--- src/sv/fpa_pkg.sv ---
// ----------------------------------------------------------------------------
// fpa_pkg
// Shared types and constants for the fixed-point alu pipeline.
// ----------------------------------------------------------------------------
package fpa_pkg;

   localparam int DATA_W = 32;
   localparam int DIV_STEPS = DATA_W;

   typedef enum logic [3:0] {
      OP_ADD     = 4'd0,
      OP_SUB     = 4'd1,
      OP_MUL     = 4'd2,
      OP_DIV     = 4'd3,
      OP_GT      = 4'd4,
      OP_LT      = 4'd5,
      OP_GE      = 4'd6,
      OP_LE      = 4'd7,
      OP_EQ      = 4'd8,
      OP_NE      = 4'd9,
      OP_MIN     = 4'd10,
      OP_MAX     = 4'd11,
      OP_INC     = 4'd12,
      OP_DEC     = 4'd13,
      OP_TOINT   = 4'd14,
      OP_FROMINT = 4'd15
   } op_type;

   // divider working set: partial remainder, dividend shifting out while
   // quotient bits shift in, and the divisor magnitude
   typedef struct packed {
      logic [DATA_W-1:0] rem;
      logic [DATA_W-1:0] quo;
      logic [DATA_W-1:0] dvs;
   } div_type;

   // everything else that rides along with the divider
   typedef struct packed {
      op_type            op;
      logic [DATA_W-1:0] res;
      logic              flag;
      logic              dz;
      logic              qneg;
   } side_type;

endpackage

--- src/sv/fpa_div_stage.sv ---
// ----------------------------------------------------------------------------
// fpa_div_stage
// One registered step of the restoring divider: produces one quotient bit.
// ----------------------------------------------------------------------------
module fpa_div_stage (
   input  logic              clock,
   input  logic              en,
   input  fpa_pkg::div_type  div_i,
   output fpa_pkg::div_type  div_o
);

   logic [fpa_pkg::DATA_W:0]   trial;
   logic [fpa_pkg::DATA_W:0]   diff;
   logic                       take;
   fpa_pkg::div_type           div_in;
   fpa_pkg::div_type           div_ff;

   always_comb begin
      trial = {div_i.rem, div_i.quo[fpa_pkg::DATA_W-1]};
      diff  = trial - {1'b0, div_i.dvs};
      take  = ~diff[fpa_pkg::DATA_W];
      div_in.rem = take ? diff[fpa_pkg::DATA_W-1:0] : trial[fpa_pkg::DATA_W-1:0];
      div_in.quo = {div_i.quo[fpa_pkg::DATA_W-2:0], take};
      div_in.dvs = div_i.dvs;
   end

   always_ff @(posedge clock) begin
      if (en) begin
         div_ff <= div_in;
      end
   end

   assign div_o = div_ff;

endmodule
--- config.mk ---
export PLATFORM = sky130hd
export DESIGN_NAME = fpa_div_stage
export DESIGN_NICKNAME = d
export VERILOG_FILES = /design/src/sv/fpa_pkg.sv /design/src/sv/fpa_div_stage.sv
export SDC_FILE = /design/constraint.sdc
export NUM_CORES = 1
export LEC_CHECK = 0
export ABC_CLOCK_PERIOD_IN_PS = 2700
export BUFFER_PORTS_ARGS = -buffer_cell sky130_fd_sc_hd__buf_2
export CORE_MARGIN = 2
export CORE_UTILIZATION = 30
export DETAILED_ROUTE_END_ITERATION = 10
export GPL_TIMING_DRIVEN = 0
export PLACE_DENSITY = 0.63
export SYNTH_ARGS = -nofsm -noshare
export SYNTH_HDL_FRONTEND = slang
export SYNTH_SLANG_ARGS = --single-unit
--- constraint.sdc ---
create_clock -name clock -period 2.7 [get_ports clock]
set_input_delay 0.27 -clock clock [delete_from_list [all_inputs] [get_ports clock]]
set_output_delay 0.27 -clock clock [all_outputs]
set_load 0.005 [all_outputs]
== After elaboration in Yosys (flattened, before gate mapping) ==
Cells that the tools add are included.

* Register bits after elaboration: 96
* Input port bits: 98
* Output and inout bits: 96
* Word-level logic and storage cells: 6

* Add/subtract/negate cells: 1
* Multiplexer cells: 1
* Bitwise gates (word level): 1

{| class="wikitable"
|+ Operator list
! kind !! count
|-
| $sub 33x32->33 || 1
|-
| $mux 32 || 1
|-
| $not 1->1 || 1
|}

== Longest topological paths before layout ==
* Depth after elaboration: 2
* Depth in mapped cells: 13
* Gate-level depth less buffers: 12

== Worst setup path after synthesis ==
Ideal clock, no wire load.

* Path kind: input port to flip-flop
* Start point: input port div_i[16] in the netlist's numbering
* End point: register div_ff, in the netlist div_o[67], data pin
* Library setup time: 260 ps
* Data arrival time: 2,541 ps
* Required time: 2,440 ps
* Slack: -102 ps
* Cell stages on the path: 12
* Path buffers: 2
* Cells stage by stage: inv_1 > ha_1 > buf_6 > a21oi_4 > o211ai_1 > a221o_1 > a211o_1 > o21a_1 > o211ai_4 > inv_2 > buf_6 > mux2_4

{| class="wikitable"
|+ RTL lines
! element !! RTL line !! text
|-
| start, declared || fpa_div_stage.sv:8 || <nowiki>input fpa_pkg::div_type div_i,</nowiki>
|-
| end signal, assigned || fpa_div_stage.sv:29 || <nowiki>div_ff <= div_in;</nowiki>
|-
| end, declared || fpa_div_stage.sv:16 || <nowiki>fpa_pkg::div_type div_ff;</nowiki>
|}

==> results by stage <==
Status:
- The flow ran to the end, and the final reports show no timing, DRC or antenna violations.

Hold path:
- The hold path depth is 1.
- The class of the tightest hold or removal check is in2reg.

Die:
- The number of primary I/O pins is 194.
- The floorplan die width is 137 um.
- The die is 137 um tall.
- The starting density of the core is 0.307.
- After floorplanning, the core was divided into 48 placement rows.
- The floorplan core area is 0.0174 mm^2.
- The die covers 0.0189 mm^2.

Global route:
- The wire length of the first global-routing pass is 20600 um.
- The via count of the first global-routing pass is 4057.
- The initial antenna violation count is 2.
- Summed over all layers, the global routing overflow is 0.
- The global-route usage over all layers is 0.144.
- Entering global routing, the biggest net connects 64 pins.

Power:
- The leakage power is 3.23 nW.
- The maximum ir drop on the vdd rail is 287 uV.
- The sum of internal, switching and leakage power is 4.21 mW.
- The power per cell area is 585 mW/mm^2.

Logic synthesis:
- Synthesis produced a netlist whose cell count is 456.
- The proportion of register bits with asynchronous set or reset after synthesis is 0.
- Measured against the total synthesized area, the mux share comes to 0.0506.
- Of the total synthesized cell area, the portion taken by AND, OR, NAND and NOR gates is 0.0971.
- The library cell with the highest instance count after synthesis is sky130_fd_sc_hd__edfxtp_1.
- Of the synthesized area, sequential elements account for 0.540.
- In this run the cell area of the synthesized design comes to 0.00534 mm^2.
- The share of synthesized area in the top cell type comes to 0.540.
- The area fraction in compound gates after synthesis is 0.149.
- The xor/xnor share of the synthesized area is 0.0394.
- Of the total synthesized cell area, the portion taken by full adders, half adders and majority gates is 0.0788.
- The synthesized net count is 587.
- The main combinational cell family by area after synthesis is compound AO/OA/AOI/OAI gates.
- The synthesized design contains 96 enable-type register cells.
- The average instance area after synthesis is 11.7 um^2.
- The cell type contributing the most total cell area after synthesis is sky130_fd_sc_hd__edfxtp_1.
- The count of yosys warnings during synthesis is 0.
- The count of unique library cells instantiated by Yosys is 49.
- The post-synthesis sequential element count is 96.
- The commonest register cell after synthesis is sky130_fd_sc_hd__edfxtp_1.
- By area the synthesized netlist is led by sky130_fd_sc_hd__edfxtp_1 54%, sky130_fd_sc_hd__ha_1 7.5%, sky130_fd_sc_hd__mux2_4 5.1%.
- Sorting the synthesized cells by how often they occur yields 96 x sky130_fd_sc_hd__edfxtp_1, 44 x sky130_fd_sc_hd__nand2_1, 41 x sky130_fd_sc_hd__inv_1.

Worst setup path:
- The worst setup path is captured at a register.
- The critical-path maximum fanout is 6.
- The kind of launch point of the worst setup path is an input port.
- The arrival time at the worst endpoint is 2.70 ns.
- The worst setup path is of the in2reg kind.
- The required time of the critical path is 2.80 ns.

Route:
- After detailed routing, the average wire length per cell comes to 15.7 um.
- The ratio of routed vias to standard cells is 4.73.
- The detailed router finished its first iteration with 326 violations.
- The routed layout has 4270 vias.
- The DRC violation count after routing is 0.
- The wire length reported by the detailed router is 14200 um.
- Once detail routing completed, the nets flagged for antenna violations numbered 0.
- The number of detailed-routing iterations run before antenna repair is 4.

STA:
- For the pin with the worst max-slew slack, the measured transition is 0.513 ns.
- The number of failing hold endpoints at the final stage is 0.
- The final count of pins violating max slew was 0.
- For the finished layout, the period the worst path requires is 2.60 ns.
- Of the available clock period, the critical path in the final layout requires 0.965.
- Setup violations remaining at the end of the flow were counted as 0.
- In this run the tightest slew margin relative to its limit is 0.658.
- For this run, the top clock speed supported by timing is 0.384 GHz.

Placement:
- The routability congestion estimate from global placement is 0.865.
- The number of input and output port buffers inserted is 193.
- The number of instances in the placed design is 875.
- The post-placement cell area is 0.00665 mm^2.
- The wire-length estimate of the detail-placed layout is 10800 um.

Clocking:
- The hold buffer count at cts is 0.
- The CTS tree is done.
- TritonCTS created 9 clock buffers.
- The clock sink count is 96.
- The clock tree synthesis step divided the H-tree into 3 levels.
- The tree is rooted in a sky130_fd_sc_hd__clkbuf_16.
- The maximum clock insertion buffer count is 2.
- The CTS clock-pin slew for the worst setup and hold paths is 0.07 ns.

Layout:
- The share of layout cells above drive strength 1 is 0.402.
- The non-filler instance count after layout is 903.
- The area of all placed cells without fillers is 0.00720 mm^2.
- The flip-flop count of the largest register, all copies and words added is 96.
- The area growth from synthesis to layout is 34.8%.
- The final layout contains 803 nets.
- The layout has 1710 filler cells.

Run:
- The max-cap violation count is 0.
==> stage by stage <==
step	utilization	hold WS (ns)	worst slack (ns)	TNS, ns
after floorplan	-	0.369	0.00642	0
after global placement	0.381	0.446	-0.642	-19.38
after detailed placement	0.383	0.448	-0.710	-20.25
after CTS	0.403	0.0810	0.00165	0
after global routing	0.415	0.0758	-0.000421	-0.000421
final	0.415	0.0963	0.0950	0
==> path summary, 6_finish.rpt <==
path                   from         to
hold / removal    div_i[43]  div_o[44]
setup / recovery  div_i[14]  div_o[83]
==> final cells by class <==
| type | instances | area, um^2 | share of cell area |
|---|---|---|---|
| sequential | 96 | 2880 | 0.401 |
| multi-input combinational | 303 | 2350 | 0.326 |
| timing repair buffer | 210 | 1160 | 0.161 |
| tap | 225 | 282 | 0.0391 |
| clock buffer | 9 | 225 | 0.0313 |
| inverter | 42 | 163 | 0.0226 |
| buffer | 10 | 82.6 | 0.0115 |
| clock inverter | 7 | 53.8 | 0.00748 |
| antenna | 1 | 2.50 | 0.000348 |
==> cell families (layout without fill, tap and decap cells) <==
group           count (synthesis)  after routing
mux                            18             18
buf+inv                        57            278
other cells                     0              1
flops                          96             96
fa+ha+maj                      33             33
xor+xnor                       24             24
simple gates                  108            108
compound gates                120            120
==> report_power, final <==
part	total, mW	switching (mW)	internal (mW)	leakage [nW]
clock network	1.23	0.594	0.637	0.136
logic	1.11	0.567	0.545	2.15
registers	1.87	0.0320	1.84	0.939
total	4.21	1.19	3.02	3.23
==> worst max-delay path: stages <==
cell                        delay, ns
sky130_fd_sc_hd__buf_2           0.12
sky130_fd_sc_hd__inv_2           0.06
sky130_fd_sc_hd__ha_4            0.19
sky130_fd_sc_hd__buf_6           0.13
sky130_fd_sc_hd__nand3_2         0.06
sky130_fd_sc_hd__o211ai_1        0.11
sky130_fd_sc_hd__a221o_1         0.36
sky130_fd_sc_hd__a211o_1         0.29
sky130_fd_sc_hd__o21a_1          0.21
sky130_fd_sc_hd__o211ai_4        0.25
sky130_fd_sc_hd__clkinv_4        0.16
sky130_fd_sc_hd__clkbuf_16       0.19
sky130_fd_sc_hd__mux2_4          0.29
==> timing repair <==
item | in CTS | in global routing
cloned | 0 | 2
pin swaps | 7 | 14
endpoints found under the setup margin | 32 | 27
resized for setup | 9 | 22
setup buffers | 4 | 10
endpoints found under the hold margin | 0 | 0
==> routing by layer <==
layer,GRT usage,part of all wire
met3,0.0445,0.073
met5,0,0
met2,0.235,0.46
met4,0.0361,0.011
met1,0.186,0.45
==> cell usage in the layout, fill, tap and decap left out, types with 3 or more instances in the layout <==
cell / n
sky130_fd_sc_hd__clkbuf_16: 11
sky130_fd_sc_hd__o21bai_1: 5
sky130_fd_sc_hd__o31ai_1: 5
sky130_fd_sc_hd__nand2_1: 44
sky130_fd_sc_hd__and3_1: 6
sky130_fd_sc_hd__buf_4: 16
sky130_fd_sc_hd__edfxtp_1: 96
sky130_fd_sc_hd__inv_6: 3
sky130_fd_sc_hd__a21o_1: 15
sky130_fd_sc_hd__nand3_1: 10
sky130_fd_sc_hd__xor2_1: 10
sky130_fd_sc_hd__a21oi_2: 3
sky130_fd_sc_hd__o211ai_1: 8
sky130_fd_sc_hd__nor2_1: 16
sky130_fd_sc_hd__nor3_1: 4
sky130_fd_sc_hd__xnor2_1: 14
sky130_fd_sc_hd__ha_1: 25
sky130_fd_sc_hd__o21ai_0: 24
sky130_fd_sc_hd__clkbuf_1: 5
sky130_fd_sc_hd__a211oi_1: 4
sky130_fd_sc_hd__inv_1: 38
sky130_fd_sc_hd__inv_2: 3
sky130_fd_sc_hd__mux2_4: 18
sky130_fd_sc_hd__nor2b_1: 5
sky130_fd_sc_hd__and2_1: 3
sky130_fd_sc_hd__ha_4: 5
sky130_fd_sc_hd__nand4_1: 7
sky130_fd_sc_hd__buf_2: 192
sky130_fd_sc_hd__a21oi_1: 29
sky130_fd_sc_hd__o21a_1: 6
sky130_fd_sc_hd__a21oi_4: 4
sky130_fd_sc_hd__nand2b_1: 4
(Power assumes the default switching activity.)
